**config.mk**
```make
export PLATFORM = sky130hd
export DESIGN_NAME = run_queue_fifo_rr_scheduler
export DESIGN_NICKNAME = d
export VERILOG_FILES = /design/src/design/rrs_pkg.sv /design/src/design/run_queue_fifo_rr_scheduler.sv /design/src/design/rrs_dpath.sv /design/src/design/rrs_ctrl.sv
export SDC_FILE = /design/constraint.sdc
export NUM_CORES = 1
export LEC_CHECK = 0
export BUFFER_PORTS_ARGS = -buffer_cell sky130_fd_sc_hd__buf_4
export CORE_MARGIN = 3
export CORE_UTILIZATION = 40
export DETAILED_ROUTE_END_ITERATION = 8
export GPL_ROUTABILITY_DRIVEN = 0
export GPL_TIMING_DRIVEN = 0
export SYNTH_ARGS = -nofsm -noshare
export SYNTH_HDL_FRONTEND = slang
export SYNTH_HIERARCHICAL = 1
export SYNTH_SLANG_ARGS = --single-unit
```
**constraint.sdc**
```tcl
create_clock -name clk -period 8.73 [get_ports clk]
set_input_delay 1.3095 -clock clk [delete_from_list [all_inputs] [get_ports clk]]
set_output_delay 1.3095 -clock clk [all_outputs]
set_load 0.02 [all_outputs]
```
**src/design/rrs_pkg.sv**
```systemverilog
// Shared types and constants for the run queue scheduler.
package rrs_pkg;

	localparam int DEF_QUEUE_DEPTH = 16;
	localparam int DEF_ID_BITS     = 8;
	localparam int ID_FIELD_W      = 8;
	localparam int CFG_IDX_W       = 1;
	localparam int CFG_DATA_W      = 5;
	localparam int CAP_W           = 5;
	localparam logic [CAP_W-1:0] CAP_RESET = 5'd16;

	typedef enum logic [1:0] {
		OP_ENTER  = 2'd0,
		OP_LEAVE  = 2'd1,
		OP_SELECT = 2'd2,
		OP_NOP    = 2'd3
	} opcode_t;

	typedef enum logic [1:0] {
		STAT_OK        = 2'd0,
		STAT_FULL      = 2'd1,
		STAT_EMPTY     = 2'd2,
		STAT_NOT_FOUND = 2'd3
	} status_t;

	typedef enum logic [CFG_IDX_W-1:0] {
		CFG_POLICY   = 1'b0,
		CFG_CAPACITY = 1'b1
	} cfg_idx_t;

	typedef struct packed {
		logic [1:0]            opcode;
		logic [ID_FIELD_W-1:0] thread_id;
	} in_item_t;

	typedef struct packed {
		logic [1:0]            status;
		logic [ID_FIELD_W-1:0] selected_id;
	} out_item_t;

	// Datapath operations, one per cycle.
	typedef enum logic [3:0] {
		DP_IDLE,
		DP_ENTER,
		DP_SCAN_START,
		DP_SCAN_NEXT,
		DP_SHIFT_RD,
		DP_SHIFT_WR,
		DP_LEAVE_OK,
		DP_NOT_FOUND,
		DP_RD_HEAD,
		DP_ROT_WR,
		DP_SEL_OK,
		DP_SEL_EMPTY,
		DP_NOP_OK,
		DP_PUBLISH
	} dp_op_t;

	typedef struct packed {
		logic   accept;
		dp_op_t op;
	} dp_cmd_t;

	typedef struct packed {
		opcode_t opcode;
		logic    count_zero;
		logic    match;
		logic    k_last;
		logic    rot_needed;
		logic    out_free;
	} dp_stat_t;

endpackage

```
**src/design/run_queue_fifo_rr_scheduler.sv**
```systemverilog
// Round-robin / FIFO run queue scheduler: top level.
// Enter and no-op record their result directly; select reads the head entry, first
// moving it to the tail when a rotation is due. Leave scans the queue memory entry
// by entry, then shifts each entry behind the removed one down by one place.
// One item is worked at a time; a finished result waits in the result register
// until the output register frees up. Reset clears the entry count, current mark,
// policy (FIFO) and capacity (16); the queue memory is not cleared.
module run_queue_fifo_rr_scheduler import rrs_pkg::*; #(
	parameter int QUEUE_DEPTH = DEF_QUEUE_DEPTH,
	parameter int ID_BITS     = DEF_ID_BITS
) (
	input  logic                  clk,
	input  logic                  arst_n,
	input  logic                  in_valid,
	output logic                  in_ready,
	input  in_item_t              in_data,
	output logic                  out_valid,
	input  logic                  out_ready,
	output out_item_t             out_data,
	input  logic                  cfg_valid,
	output logic                  cfg_ready,
	input  logic [CFG_IDX_W-1:0]  cfg_index,
	input  logic [CFG_DATA_W-1:0] cfg_data
);

	dp_cmd_t  cmd;
	dp_stat_t stat;

	assign cfg_ready = 1'b1;

	rrs_ctrl u_ctrl (
		.clk      (clk),
		.arst_n   (arst_n),
		.in_valid (in_valid),
		.in_ready (in_ready),
		.stat     (stat),
		.cmd      (cmd)
	);

	rrs_dpath #(
		.QUEUE_DEPTH (QUEUE_DEPTH),
		.ID_BITS     (ID_BITS)
	) u_dpath (
		.clk       (clk),
		.arst_n    (arst_n),
		.in_data   (in_data),
		.out_valid (out_valid),
		.out_ready (out_ready),
		.out_data  (out_data),
		.cfg_valid (cfg_valid),
		.cfg_index (cfg_index),
		.cfg_data  (cfg_data),
		.cmd       (cmd),
		.stat      (stat)
	);

endmodule

```
**src/design/rrs_dpath.sv**
```systemverilog
// Datapath: queue memory as a ring, pointers, config registers and result register.
module rrs_dpath import rrs_pkg::*; #(
	parameter int QUEUE_DEPTH = DEF_QUEUE_DEPTH,
	parameter int ID_BITS     = DEF_ID_BITS
) (
	input  logic                  clk,
	input  logic                  arst_n,
	input  in_item_t              in_data,
	output logic                  out_valid,
	input  logic                  out_ready,
	output out_item_t             out_data,
	input  logic                  cfg_valid,
	input  logic [CFG_IDX_W-1:0]  cfg_index,
	input  logic [CFG_DATA_W-1:0] cfg_data,
	input  dp_cmd_t               cmd,
	output dp_stat_t              stat
);

	localparam int PTR_W = $clog2(QUEUE_DEPTH);
	localparam int CNT_W = $clog2(QUEUE_DEPTH + 1);
	localparam int ID_W  = (ID_BITS < ID_FIELD_W) ? ID_BITS : ID_FIELD_W;
	localparam int CMP_W = (CNT_W > CAP_W) ? CNT_W : CAP_W;

	logic [ID_W-1:0]       mem [QUEUE_DEPTH];
	logic [ID_W-1:0]       rdata_q;
	logic [ID_W-1:0]       id_q;
	logic [1:0]            op_q;
	logic [PTR_W-1:0]      head_q;
	logic [CNT_W-1:0]      count_q;
	logic [CNT_W-1:0]      k_q;
	logic                  cur_q;
	logic                  policy_q;
	logic [CAP_W-1:0]      capacity_q;
	status_t               res_status_q;
	logic [ID_FIELD_W-1:0] res_id_q;
	logic                  out_valid_q;
	out_item_t             out_q;

	logic [CNT_W-1:0] k_next;
	logic             full;
	logic             rd_en;
	logic [PTR_W-1:0] raddr;
	logic             we;
	logic [PTR_W-1:0] waddr;
	logic [ID_W-1:0]  wdata;

	// Ring address: base plus offset, folded once into the queue depth.
	function automatic logic [PTR_W-1:0] ring_addr(input logic [PTR_W-1:0] base,
		input logic [CNT_W-1:0] off);
		logic [CNT_W:0] sum;
		sum = (CNT_W+1)'(base) + (CNT_W+1)'(off);
		if (sum >= (CNT_W+1)'(QUEUE_DEPTH)) begin
			sum = sum - (CNT_W+1)'(QUEUE_DEPTH);
		end
		return sum[PTR_W-1:0];
	endfunction

	assign k_next = k_q + CNT_W'(1);
	assign full   = (count_q >= CNT_W'(QUEUE_DEPTH)) ||
		(CMP_W'(count_q) >= CMP_W'(capacity_q));

	always_comb begin
		rd_en = 1'b0;
		raddr = head_q;
		we    = 1'b0;
		waddr = ring_addr(head_q, count_q);
		wdata = rdata_q;
		case (cmd.op)
			DP_SCAN_START: begin
				rd_en = 1'b1;
				raddr = ring_addr(head_q, k_q);
			end
			DP_SCAN_NEXT, DP_SHIFT_RD: begin
				rd_en = 1'b1;
				raddr = ring_addr(head_q, k_next);
			end
			DP_RD_HEAD: begin
				rd_en = 1'b1;
			end
			DP_ENTER: begin
				we    = !full;
				wdata = id_q;
			end
			DP_SHIFT_WR: begin
				we    = 1'b1;
				waddr = ring_addr(head_q, k_q);
			end
			DP_ROT_WR: begin
				we = 1'b1;
			end
			default: begin
			end
		endcase
	end

	always_ff @(posedge clk) begin
		if (we) begin
			mem[waddr] <= wdata;
		end
	end

	always_ff @(posedge clk) begin
		if (rd_en) begin
			rdata_q <= mem[raddr];
		end
	end

	always_ff @(posedge clk) begin
		if (cmd.accept) begin
			op_q <= in_data.opcode;
			id_q <= in_data.thread_id[ID_W-1:0];
		end
		case (cmd.op)
			DP_ENTER: begin
				res_status_q <= full ? STAT_FULL : STAT_OK;
				res_id_q     <= '0;
			end
			DP_LEAVE_OK, DP_NOP_OK: begin
				res_status_q <= STAT_OK;
				res_id_q     <= '0;
			end
			DP_NOT_FOUND: begin
				res_status_q <= STAT_NOT_FOUND;
				res_id_q     <= '0;
			end
			DP_SEL_EMPTY: begin
				res_status_q <= STAT_EMPTY;
				res_id_q     <= '0;
			end
			DP_SEL_OK: begin
				res_status_q <= STAT_OK;
				res_id_q     <= ID_FIELD_W'(rdata_q);
			end
			default: begin
			end
		endcase
		if (cmd.op == DP_PUBLISH) begin
			out_q.status      <= res_status_q;
			out_q.selected_id <= res_id_q;
		end
	end

	always_ff @(posedge clk or negedge arst_n) begin
		if (!arst_n) begin
			head_q      <= '0;
			count_q     <= '0;
			k_q         <= '0;
			cur_q       <= 1'b0;
			policy_q    <= 1'b0;
			capacity_q  <= CAP_RESET;
			out_valid_q <= 1'b0;
		end else begin
			if (cfg_valid) begin
				case (cfg_idx_t'(cfg_index))
					CFG_POLICY:   policy_q   <= cfg_data[0];
					CFG_CAPACITY: capacity_q <= cfg_data[CAP_W-1:0];
					default: begin
					end
				endcase
			end
			if (cmd.accept) begin
				k_q <= '0;
			end
			case (cmd.op)
				DP_ENTER: begin
					if (!full) begin
						count_q <= count_q + CNT_W'(1);
					end
				end
				DP_SCAN_NEXT, DP_SHIFT_WR: begin
					k_q <= k_next;
				end
				DP_LEAVE_OK: begin
					count_q <= count_q - CNT_W'(1);
					cur_q   <= 1'b0;
				end
				DP_ROT_WR: begin
					// head entry now sits at the tail; advance the head
					head_q <= ring_addr(head_q, CNT_W'(1));
				end
				DP_SEL_OK: begin
					cur_q <= cur_q | policy_q;
				end
				DP_SEL_EMPTY: begin
					cur_q <= 1'b0;
				end
				default: begin
				end
			endcase
			if (cmd.op == DP_PUBLISH) begin
				out_valid_q <= 1'b1;
			end else if (out_ready) begin
				out_valid_q <= 1'b0;
			end
		end
	end

	assign out_valid = out_valid_q;
	assign out_data  = out_q;

	assign stat.opcode     = opcode_t'(op_q);
	assign stat.count_zero = (count_q == '0);
	assign stat.match      = (rdata_q == id_q);
	assign stat.k_last     = (k_next >= count_q);
	assign stat.rot_needed = policy_q && cur_q && (count_q != '0);
	assign stat.out_free   = !out_valid_q || out_ready;

endmodule

```
**src/design/rrs_ctrl.sv**
```systemverilog
// Controller: sequences the datapath through enter, leave scan and shift, select with rotation, and no-op.
module rrs_ctrl import rrs_pkg::*; (
	input  logic     clk,
	input  logic     arst_n,
	input  logic     in_valid,
	output logic     in_ready,
	input  dp_stat_t stat,
	output dp_cmd_t  cmd
);

	typedef enum logic [3:0] {
		S_IDLE,
		S_DISPATCH,
		S_LV_CMP,
		S_SH_RD,
		S_SH_WR,
		S_ROT_WR,
		S_SEL_RD,
		S_SEL_OUT,
		S_DONE
	} state_t;

	state_t state_q;
	state_t state_d;

	assign in_ready = (state_q == S_IDLE);

	always_comb begin
		state_d    = state_q;
		cmd.accept = 1'b0;
		cmd.op     = DP_IDLE;
		case (state_q)
			S_IDLE: begin
				cmd.accept = in_valid;
				if (in_valid) begin
					state_d = S_DISPATCH;
				end
			end
			S_DISPATCH: begin
				case (stat.opcode)
					OP_ENTER: begin
						cmd.op  = DP_ENTER;
						state_d = S_DONE;
					end
					OP_LEAVE: begin
						if (stat.count_zero) begin
							cmd.op  = DP_NOT_FOUND;
							state_d = S_DONE;
						end else begin
							cmd.op  = DP_SCAN_START;
							state_d = S_LV_CMP;
						end
					end
					OP_SELECT: begin
						if (stat.rot_needed) begin
							cmd.op  = DP_RD_HEAD;
							state_d = S_ROT_WR;
						end else if (stat.count_zero) begin
							cmd.op  = DP_SEL_EMPTY;
							state_d = S_DONE;
						end else begin
							cmd.op  = DP_RD_HEAD;
							state_d = S_SEL_OUT;
						end
					end
					default: begin
						cmd.op  = DP_NOP_OK;
						state_d = S_DONE;
					end
				endcase
			end
			S_LV_CMP: begin
				// compare the entry read last cycle; fetch the next one if it does not match
				if (stat.match) begin
					state_d = S_SH_RD;
				end else if (stat.k_last) begin
					cmd.op  = DP_NOT_FOUND;
					state_d = S_DONE;
				end else begin
					cmd.op = DP_SCAN_NEXT;
				end
			end
			S_SH_RD: begin
				if (stat.k_last) begin
					cmd.op  = DP_LEAVE_OK;
					state_d = S_DONE;
				end else begin
					cmd.op  = DP_SHIFT_RD;
					state_d = S_SH_WR;
				end
			end
			S_SH_WR: begin
				cmd.op  = DP_SHIFT_WR;
				state_d = S_SH_RD;
			end
			S_ROT_WR: begin
				cmd.op  = DP_ROT_WR;
				state_d = S_SEL_RD;
			end
			S_SEL_RD: begin
				cmd.op  = DP_RD_HEAD;
				state_d = S_SEL_OUT;
			end
			S_SEL_OUT: begin
				cmd.op  = DP_SEL_OK;
				state_d = S_DONE;
			end
			S_DONE: begin
				// hold the result until the output register frees up
				if (stat.out_free) begin
					cmd.op  = DP_PUBLISH;
					state_d = S_IDLE;
				end
			end
			default: begin
				state_d = S_IDLE;
			end
		endcase
	end

	always_ff @(posedge clk or negedge arst_n) begin
		if (!arst_n) begin
			state_q <= S_IDLE;
		end else begin
			state_q <= state_d;
		end
	end

endmodule
```
Yosys cells after proc, flatten, opt, wreduce, memory -nomap -nowiden
Memory sizes are Yosys's and may differ from the RTL's. A register that Yosys moved wholly into a read port is not among the register bits. Index checks and enable logic that the tools add are counted. W data, S select, Z words.

Flip-flop bits (word level): 56. Bits in writable memories: 128. Output and inout bits: 13. Memories: 1.

$add $sub $neg: 11. Magnitude comparators: 7. Equal/unequal tests: 28. Mux-type cells: 41. Bitwise gates (word level): 2. Reduce and logical (&&, ||, !) cells: 27.

Memory list: u_dpath.mem (depth 16, bits a word 8, rd ports 1, clocked after Yosys merged registers in 1, wr ports 1, line rrs_dpath.sv:24) `logic [ID_W-1:0] mem [QUEUE_DEPTH];`.

Operators by type and width (count): $mux W4 (16); $pmux W4 S9 (1); $eq A4 B3 Y1 const B (8); $pmux W4 S8 (1); $eq A4 B4 Y1 const B (7); $add A4 B5 Y6 (3); $ge A6 B5 Y1 const B (3); $eq A4 B2 Y1 const B (4); $pmux W4 S2 (2); $pmux W8 S2 (1); $sub A4 B1 Y4 const B (4); $mux W5 (3); $pmux W4 S3 (1); $add A5 B1 Y5 const B (2); $ge A5 B5 Y1 (2); $ge A5 B5 Y1 const B (2); $pmux W5 S2 (1); $reduce_bool A2 Y1 (5); $eq A4 B1 Y1 const B (2); $eq A8 B8 Y1 (1); $mux W8 (1); $pmux W2 S4 (1); $reduce_or A2 Y1 (4); $mux W1 (7); 24 further kinds (34).

Depth between registers and ports, before layout
Gate-level depths: netlist of run 1.

Depth in word-level cells: 10. Depth in mapped cells: 20.

By module
Netlist of run 1, hierarchy kept.

By module, submodules not included: rrs_dpath (times used 1, cells each 592, area each 8770.9 um^2, sequential area each 5536.6 um^2); rrs_ctrl (times used 1, cells each 70, area each 541.8 um^2, sequential area each 100.1 um^2); run_queue_fifo_rr_scheduler (times used 1, cells each 2, area each 11.3 um^2, sequential area each 0.0 um^2).

Least setup slack after synthesis of run 1
Ideal clock, no wire load.

Path kind: reg2reg. Start: register u_dpath.k_q[0]. End: memory u_dpath/mem[4][0] in the netlist's numbering (enable). Arrival time: 3.860 ns. Required time: 8.360 ns. Path slack: 4.499 ns. Stages on the path, launching flop included: 20. Path buffers: 2. Clock period less this slack: 4.231 ns. Path through: dfrtp_1 > ha_1 > ha_1 > a21o_1 > a21oi_1 > nor2b_1 > o21ai_0 > nand2b_1 > o21ai_0 > o31ai_1 > nand3_1 > o21ai_0 > buf_4 > nand2b_1 > buf_2 > nor2_4 > mux2i_1 > xor2_1 > nand2_1 > nor2_1.

RTL lines: start: declaration (line rrs_dpath.sv:30) `logic [CNT_W-1:0] k_q;`; start signal: assignment (line rrs_dpath.sv:171) `k_q <= k_next;`; end: declaration (line rrs_dpath.sv:24).

==> flow_metrics.env, run 1 <==
export IMPL_synth_edf_count=166
export IMPL_criticalPathCategory="reg -> reg"
export IMPL_post_drt_wl_per_cell_um=18.08
export IMPL_start_util=0.4093
export IMPL_synthToLayoutAreaGrowth_pct=13.14
export IMPL_synthArstFlopShare=0.1354
export IMPL_hold_viol_final=0
export IMPL_io_pins=34
export IMPL_drive_above_1_share=0.1662
export IMPL_fp_dieArea_um2=25180
export IMPL_clkSinkCount=192
export IMPL_port_buffers=32
export IMPL_ant_nets=0
export IMPL_postCtsSetupRepairBufs=0
export IMPL_rows=55
export IMPL_crit_path_frequent_cell="o21ai_0"
export IMPL_h_tree_depth=4
export IMPL_cts_buffer_depth=2
export IMPL_vias=5410
export IMPL_dp_hpwl_um=13350
export IMPL_finalSetupTns_ns=0
export IMPL_yosysUniqueCellTypes=69
export IMPL_nets=768
export IMPL_required_ns=8.79
export IMPL_period_share=0.5891
export IMPL_antenna_found_initial=0
export IMPL_cts_hold_buffers=0
export IMPL_min_period_ns=5.143
export IMPL_dieHeight_um=158.7
export IMPL_worst_pin_slew_ns=1.214
export IMPL_crit_slowest_cell="nor2_1"
export IMPL_yosysSeqAreaShare=0.6045
export IMPL_yosysWarnings=6
export IMPL_clock_fmax_mhz=194.4
export IMPL_path_cells="ha_1 -> xor2_1 -> ha_1 -> a21oi_1 -> nor2b_1 -> o21ai_0 -> nand2b_1 -> o21ai_0 -> o31ai_1 -> nand3_1 -> o21ai_0 -> buf_4 -> nand2b_1 -> buf_2 -> nor2_4 -> mux2i_1 -> xnor2_1 -> nand2_1 -> nor2_1"
export IMPL_core_um2=22780
export IMPL_syn_area_um2=9324
export IMPL_grt_max_degree=27
export IMPL_cts_made_buffers=17
export IMPL_hold_class="reg -> reg"
export IMPL_grt_overflow_total=0
export IMPL_grt_pass1_vias=5311
export IMPL_rsz0062_at_grt="no"
export IMPL_num_antenna_cells=0
export IMPL_grt_usage=0.1548
export IMPL_ctsResizeCount=0
export IMPL_max_stage_delay_ns=0.72
export IMPL_critPathMaxFanout=10
export IMPL_rrSetupSlack_ns=3.59
export IMPL_fin_skew_ns=0.009755
export IMPL_drt_pre_antenna_iters=5
export IMPL_syn_area_per_cell_um2=14.04
export IMPL_cts_tree="done"
export IMPL_cts_root_buffer="clkbuf_16"
export IMPL_synthCells=664
export IMPL_status="completed"
export IMPL_drt_iter0_drc=469
export IMPL_clkLatencyLatePin_ns=0.43
export IMPL_cap_violations=0
export IMPL_n_fill_cell=2008
export IMPL_drc_errors=0
export IMPL_die_x_um=158.7
export IMPL_drt_wl_total_um=18820
export IMPL_ys_ff_latch=192
export IMPL_cts_reportedPaths_clkPinSlew_ns=0.07
export IMPL_slew_violations=0
export IMPL_crit_arrival_ns=5.20
export IMPL_grt_first_pass_wirelength_um=29430
export IMPL_max_slew_margin=0.1838
export IMPL_worstSetupStartpointType="register"
export IMPL_avgViaCountPerCell=5.197
export IMPL_syn_nets=717
export IMPL_synthFlopType="edfxtp_1"
export IMPL_setup_violations=0
export IMPL_crit_path_end_kind="register"
## cell usage after synthesis (12+ instances only)
master | n | share of area
edfxtp_1 | 166 | 0.53
nor2_1 | 42 | 0.017
a21oi_1 | 22 | 0.012
o21ai_0 | 20 | 0.011
nand2_1 | 22 | 0.0089
xnor2_1 | 20 | 0.019
nand2b_1 | 17 | 0.011
buf_2 | 12 | 0.0064
inv_1 | 22 | 0.0089
dfrtp_1 | 25 | 0.067
mux2_2 | 18 | 0.022
mux2i_1 | 113 | 0.12
ha_1 | 28 | 0.038
## stage by stage
step / std cells / area [um2] / worst slack (ns) / util / hold WS [ns]
after global routing: 1041 / 10550 / 3.201 / 0.4631 / 0.4294
after CTS: 1041 / 10550 / 3.585 / 0.4631 / 0.4242
after detailed placement: 1009 / 9956 / 3.612 / 0.4371 / 0.4074
final: 1041 / 10550 / 3.587 / 0.4631 / 0.4251
after global placement: 1009 / 9956 / 3.683 / 0.4371 / 0.4029
after floorplan: 664 / 9324 / 4.499 / - / 0.4003
## registers in the layout, indices dropped and copies added (netlist names), 2 cells and up
| signal | cells |
|---|---|
| u_dpath/mem | 128 |
| u_dpath/out_data | 10 |
| u_dpath/id_q | 8 |
| u_dpath/rdata_q | 8 |
| u_dpath/res_id_q | 8 |
| u_dpath/capacity_q | 5 |
| u_dpath/count_q | 5 |
| u_dpath/k_q | 5 |
| u_ctrl/state_q | 4 |
| u_dpath/head_q | 4 |
| u_dpath/op_q | 2 |
| u_dpath/res_status_q | 2 |
## area by class of cell
class,instances,area [um2],share of cell area
Clock inverter,14,163.9,0.01554
Multi-Input combinational cell,422,3420,0.3242
Timing Repair Buffer,32,240.2,0.02277
Sequential cell,192,5637,0.5343
Inverter,23,91.34,0.008658
Buffer,27,176.4,0.01672
Tap cell,313,391.6,0.03712
Clock buffer,18,429.2,0.04068
## worst paths after layout
kind	startpoint	end	cells after the start
setup / recovery	u_dpath/k_q[0]$_DFFE_PN0P_	u_dpath/mem[10][7]$_DFFE_PP_	19
hold reg to reg	u_dpath/res_id_q[7]$_SDFFCE_PN0P_	u_dpath/out_data[7]$_DFFE_PP_	0
min in group asynchronous	arst_n	u_dpath/capacity_q[0]$_DFFE_PN0P_	1
setup reg to reg	u_dpath/k_q[0]$_DFFE_PN0P_	u_dpath/mem[10][7]$_DFFE_PP_	19
max in group asynchronous	arst_n	u_dpath/capacity_q[4]$_DFFE_PN1P_	1
hold / removal	u_dpath/res_id_q[7]$_SDFFCE_PN0P_	u_dpath/out_data[7]$_DFFE_PP_	0
## cell usage in the layout (no fill, tap or decap), types with 17 or more instances in the layout
cell,n
nand2_1,22
ha_1,28
clkbuf_16,17
inv_1,22
buf_4,41
a21oi_1,22
o21ai_0,20
nor2_1,42
edfxtp_1,166
xnor2_1,20
nand2b_1,17
mux2i_1,113
dfrtp_1,25
mux2_2,18
## cell families after synthesis
group | count (synthesis) | synth area share
buffers and inverters | 50 | 0.02872
AND/OR/NAND/NOR | 131 | 0.07595
multiplexers | 133 | 0.1455
adder cells (fa/ha/maj) | 32 | 0.04616
AO/OA/AOI/OAI | 97 | 0.07045
other | 1 | 0.0004022
XOR/XNOR | 28 | 0.02832
flip-flops | 192 | 0.6045
## layer usage
layer	global-route usage	vias up	routed length, um
met5	0	-	0
met3	0.02446	25	754
met1	0.2162	2680	8881
li1	-	2581	-
met4	0.04752	0	301
met2	0.2501	124	8885
## critical path, delay by kind of cell, from the launching register on
family                     cells  cell delay (ns)
AOI/OAI and AO/OA              5             0.87
xor gates and xnor gates       2             0.44
adders and majority gates      2             0.58
buffers and inverters          2             0.45
DFF                            1             0.51
muxes                          1             0.31
and+or+nand+nor                7             1.61
Power of run 1 is not shown: default switching activity piles up to over one toggle a cycle in this logic, so the estimate is an artifact.
==> run 2, diff against run 1 <==
clock period = 4.9 ns   (was 8.73 ns; I/O delays follow)
==> run 2 against run 1 <==
Compared with the run above:
- sequential cell count unchanged
- via count increased by 1.7%
- clock skew about the same
- final cell count rose by 1.4%
- cell area up 3.7%
==> flow_metrics.env, run 2 (same netlist as run 1, synthesis figures left out) <==
export IMPL_cpLargestDelayFamily="compound AO/OA/AOI/OAI gates"
export IMPL_grt_first_pass_wirelength_um=29500
export IMPL_fp_dieArea_um2=25180
export IMPL_register_area_um2=5639
export IMPL_clkSinkCount=192
export IMPL_path_cells="ha_1 -> ha_1 -> a21o_1 -> a21oi_1 -> nor2b_1 -> o21ai_0 -> nand2b_1 -> o21ai_0 -> o31ai_1 -> nand3_1 -> o21ai_1 -> buf_4 -> nand2b_1 -> buf_2 -> or4_1 -> a21oi_1 -> o21ai_1 -> nor2_4"
export IMPL_io_pins=34
export IMPL_port_buffers=32
export IMPL_grt_pass1_vias=5329
export IMPL_grt_overflow_total=0
export IMPL_multiInputGateArea_um2=3548
export IMPL_clock_fmax_mhz=215.3
export IMPL_grt_max_degree=27
export IMPL_max_stage_delay_ns=0.48
export IMPL_cts_reportedPaths_clkPinSlew_ns=0.07
export IMPL_layout_commonest_cell="edfxtp_1"
export IMPL_ant_nets=0
export IMPL_fin_util=0.4804
export IMPL_fin_skew_ns=0.009509
export IMPL_setup_violations=0
export IMPL_cts_buffer_depth=2
export IMPL_crit_arrival_ns=4.76
export IMPL_cts_tree="done"
export IMPL_n_fill_cell=1958
export IMPL_vias=5502
export IMPL_drive_above_1_share=0.2140
export IMPL_slew_violations=0
export IMPL_worst_pin_slew_ns=1.253
export IMPL_min_period_ns=4.646
export IMPL_largest_register="u_dpath/mem"
export IMPL_hold_viol_final=0
export IMPL_clkLatencyLatePin_ns=0.43
export IMPL_nets=783
export IMPL_status="completed"
export IMPL_period_share=0.9481
export IMPL_h_tree_depth=4
export IMPL_criticalPathCategory="reg -> reg"
export IMPL_max_slew_margin=0.1574
export IMPL_cts_root_buffer="clkbuf_16"
export IMPL_synthToLayoutAreaGrowth_pct=17.36
export IMPL_drc_errors=0
export IMPL_mostFrequentLayoutCells="166 x edfxtp_1, 112 x mux2i_1, 44 x buf_4"
export IMPL_crit_path_end_kind="register"
export IMPL_largest_reg_flops=128
export IMPL_die_x_um=158.7
export IMPL_drt_iter0_drc=472
export IMPL_core_um2=22780
export IMPL_critPathMaxFanout=10
export IMPL_rows=55
export IMPL_antenna_found_initial=0
export IMPL_post_drt_wl_per_cell_um=18.09
export IMPL_avgViaCountPerCell=5.210
export IMPL_dieHeight_um=158.7
export IMPL_cts_made_buffers=17
export IMPL_dp_hpwl_um=13350
export IMPL_final_area_um2=10940
export IMPL_crit_slowest_cell="or4_1"
export IMPL_num_antenna_cells=0
export IMPL_drt_wl_total_um=19110
export IMPL_start_util=0.4093
export IMPL_worstSetupStartpointType="register"
export IMPL_critPathBufInv=2
export IMPL_drt_pre_antenna_iters=5
export IMPL_grt_usage=0.1551
export IMPL_required_ns=5.01
export IMPL_cap_violations=0
export IMPL_hold_class="in -> async"
export IMPL_place_area_um2=9956
run 2: cell types whose count changed in the layout (fill, tap and decap cells not counted), moves of 2 or more:
cell | previous run | this run
nor2_2 | 0 | 2
nand2_2 | 0 | 3
o21ai_1 | 6 | 10
o21ai_0 | 20 | 16
dfrtp_1 | 25 | 23
buf_12 | 0 | 12
nand2_1 | 22 | 19
dfrtp_2 | 0 | 2
nor2_4 | 1 | 16
buf_4 | 41 | 44
nor2_1 | 42 | 25
run 2: worst register-to-register path, cell delays in order (launching register included):
cell	delay [ns]
dfrtp_2	0.47
ha_1	0.36
ha_1	0.28
a21o_1	0.15
a21oi_1	0.14
nor2b_1	0.05
o21ai_0	0.16
nand2b_1	0.20
o21ai_0	0.22
o31ai_1	0.12
nand3_1	0.11
o21ai_1	0.16
buf_4	0.22
nand2b_1	0.14
buf_2	0.19
or4_1	0.48
a21oi_1	0.16
o21ai_1	0.34
nor2_4	0.38
run 2: cell type report:
type,count,area share
multi-input combinational,422,0.3243
clock inverter,14,0.01498
tap,313,0.03579
inverter,23,0.008347
buffer,27,0.01612
sequential,192,0.5153
timing repair buffer,47,0.04596
clock buffer,18,0.03922
run 2: layer usage:
layer  global-route usage  vias up  wire length [um]
li1                     -     2622                 -
met1               0.2173     2744              8975
met2               0.2515      115              9236
met3              0.02229       21               610
met4              0.04752        0               286
met5                    0        -                 0
run 2: path summary, 6_finish.rpt:
kind,startpoint,end,slack [ns],depth (start not counted)
setup / recovery,u_dpath/k_q[0]$_DFFE_PN0P_,u_dpath/mem[3][3]$_DFFE_PP_,0.25,18
hold / removal,arst_n,u_dpath/capacity_q[0]$_DFFE_PN0P_,0.21,1
hold reg to reg,u_dpath/res_id_q[7]$_SDFFCE_PN0P_,u_dpath/out_data[7]$_DFFE_PP_,0.43,0
setup reg to reg,u_dpath/k_q[0]$_DFFE_PN0P_,u_dpath/mem[3][3]$_DFFE_PP_,0.25,18
max in group asynchronous,arst_n,u_dpath/capacity_q[4]$_DFFE_PN1P_,4.37,1
min in group clk,u_dpath/res_id_q[7]$_SDFFCE_PN0P_,u_dpath/out_data[7]$_DFFE_PP_,0.43,0
run 2: through the flow:
step	setup slack [ns]	hold WS [ns]	instances	TNS, ns
after detailed placement	-0.2185	0.4074	1009	-20.46
after floorplan	0.6694	0.4003	664	0
after CTS	-0.2252	0.2201	1041	-10.30
after global routing	-0.02898	0.2313	1056	-0.2130
after global placement	-0.1472	0.4029	1009	-11.54
final	0.2545	0.2147	1056	0
run 2: timing repair:
item,4_1_cts,5_1_grt
pin swaps,0,14
hold buffers,0,0
buffers inserted,0,15
setup endpoints to repair,128,266
endpoints found under the hold margin,0,0
gates resized for setup,17,25
Power of run 2 is left out for the same reason.
==> run 3, diff against run 2 <==
PLACE_DENSITY = 0.66   (was default)
==> run 3 against run 2 <==
Compared with the run above:
- count of clock-buffer cells in the layout fell by 1
- routed wire length increased by 2.0%
- register-to-register slack got worse by 0.17 ns
- largest cell class unchanged
==> flow_metrics.env, run 3 (same netlist as run 1, synthesis figures left out) <==
export IMPL_status="completed"
export IMPL_drive_above_1_share=0.2167
export IMPL_drt_pre_antenna_iters=5
export IMPL_core_um2=22780
export IMPL_period_share=0.9827
export IMPL_cts_buffer_depth=2
export IMPL_mostFrequentLayoutCells="166 x edfxtp_1, 112 x mux2i_1, 43 x buf_4"
export IMPL_crit_path_end_kind="register"
export IMPL_avgViaCountPerCell=5.277
export IMPL_cts_reportedPaths_clkPinSlew_ns=0.08
export IMPL_path_cells="ha_1 -> ha_1 -> a21o_1 -> a21oi_1 -> nor2b_1 -> o21ai_0 -> nand2b_1 -> o21ai_0 -> o31ai_1 -> nand3_1 -> o21ai_1 -> buf_4 -> nand2b_1 -> buf_2 -> nor2_4 -> mux2i_2 -> xor2_1 -> nand2_2 -> nor2_4 -> buf_12"
export IMPL_largest_register="u_dpath/mem"
export IMPL_grt_first_pass_wirelength_um=29570
export IMPL_drc_errors=0
export IMPL_antenna_found_initial=0
export IMPL_layout_setup_ws_ns=0.08466
export IMPL_hold_class="in -> async"
export IMPL_min_period_ns=4.815
export IMPL_ant_nets=0
export IMPL_start_util=0.4093
export IMPL_cap_violations=0
export IMPL_grt_max_degree=27
export IMPL_num_antenna_cells=0
export IMPL_dp_hpwl_um=13030
export IMPL_cts_tree="done"
export IMPL_max_slew_margin=0.1955
export IMPL_fin_skew_ns=0.01892
export IMPL_post_drt_wl_per_cell_um=18.45
export IMPL_largest_reg_flops=128
export IMPL_criticalPathCategory="reg -> reg"
export IMPL_clkLatencyLatePin_ns=0.44
export IMPL_cts_hold_buffers=0
export IMPL_drt_wl_total_um=19480
export IMPL_clock_fmax_mhz=207.7
export IMPL_rows=55
export IMPL_synthToLayoutAreaGrowth_pct=17.82
export IMPL_rrSetupSlack_ns=0.08
export IMPL_worst_pin_slew_ns=1.196
export IMPL_layout_commonest_cell="edfxtp_1"
export IMPL_drt_iter0_drc=360
export IMPL_cts_root_buffer="clkbuf_16"
export IMPL_fp_dieArea_um2=25180
export IMPL_vias=5572
export IMPL_io_pins=34
export IMPL_worstSetupStartpointType="register"
export IMPL_max_stage_delay_ns=0.47
export IMPL_cpLargestDelayFamily="simple AND/OR/NAND/NOR gates"
export IMPL_grt_overflow_total=0
export IMPL_grt_usage=0.1536
export IMPL_pre_cts_ws_ns=-0.2818
export IMPL_crit_slowest_cell="dfrtp_2"
export IMPL_clkSinkCount=192
export IMPL_grt_pass1_vias=5451
export IMPL_port_buffers=32
export IMPL_crit_arrival_ns=4.96
export IMPL_critPathMaxFanout=10
export IMPL_critPathBufInv=3
export IMPL_setup_violations=0
export IMPL_die_x_um=158.7
export IMPL_hold_viol_final=0
export IMPL_cts_made_buffers=17
export IMPL_nets=783
export IMPL_dieHeight_um=158.7
export IMPL_h_tree_depth=4
export IMPL_slew_violations=0
export IMPL_required_ns=5.05
run 3: cell count changes in the layout (fill, tap and decap cells not counted), moves of 2 or more:
cell	delta
inv_12	+4
clkinv_4	+2
inv_6	-4
clkinv_2	-2
run 3: cell type report:
cell class              count  area, um2
plain buffers              27      176.4
clock buffers              17      425.4
clock inverters            15      190.2
fillers                  1881      11790
inverters                  23      91.34
multi-input cells         422       3556
flip-flops and latches    192       5639
well taps                 313      391.6
repair buffers             47      515.5
run 3: path summary, 6_finish.rpt:
check	depth (start not counted)	startpoint	end
setup / recovery	20	u_dpath/k_q[0]$_DFFE_PN0P_	u_dpath/mem[7][2]$_DFFE_PP_
hold / removal	1	arst_n	u_dpath/capacity_q[2]$_DFFE_PN0P_
setup reg to reg	20	u_dpath/k_q[0]$_DFFE_PN0P_	u_dpath/mem[7][2]$_DFFE_PP_
hold reg to reg	0	u_dpath/res_id_q[3]$_SDFFCE_PN0P_	u_dpath/out_data[3]$_DFFE_PP_
max in group asynchronous	1	arst_n	u_dpath/k_q[0]$_DFFE_PN0P_
min in group clk	0	u_dpath/res_id_q[3]$_SDFFCE_PN0P_	u_dpath/out_data[3]$_DFFE_PP_
run 3: worst reg2reg max path, cell delays in order (launching register included):
cell,delay (ns)
dfrtp_2,0.47
ha_1,0.36
ha_1,0.29
a21o_1,0.15
a21oi_1,0.14
nor2b_1,0.06
o21ai_0,0.16
nand2b_1,0.19
o21ai_0,0.22
o31ai_1,0.13
nand3_1,0.11
o21ai_1,0.17
buf_4,0.23
nand2b_1,0.16
buf_2,0.20
nor2_4,0.21
mux2i_2,0.36
xor2_1,0.33
nand2_2,0.22
nor2_4,0.19
buf_12,0.15
run 3: stage by stage:
stage / hold WS (ns) / util / cell area, um2 / TNS [ns] / cells
after global placement: 0.4029 / 0.4371 / 9956 / -4.296 / 1009
after global routing: 0.2202 / 0.4823 / 10990 / -7.577 / 1056
after detailed placement: 0.4045 / 0.4371 / 9956 / -25.44 / 1009
after floorplan: 0.4003 / - / 9324 / 0 / 664
final: 0.2043 / 0.4823 / 10990 / 0 / 1056
after CTS: 0.2102 / 0.4666 / 10630 / -9.603 / 1041
run 3: repair_timing:
| item | CTS | global route |
|---|---|---|
| setup endpoints to repair | 128 | 266 |
| setup buffers | 0 | 15 |
| gates resized for setup | 18 | 26 |
| cloned | 0 | 0 |
| pin swaps | 2 | 14 |
run 3: per-layer routing:
metal	global-route usage	up-vias	share of wire
met1	0.2056	2780	0.44
li1	-	2620	-
met4	0.04424	0	0.013
met2	0.2601	147	0.51
met3	0.02365	25	0.038
met5	0	-	0
Power of run 3 is left out for the same reason.
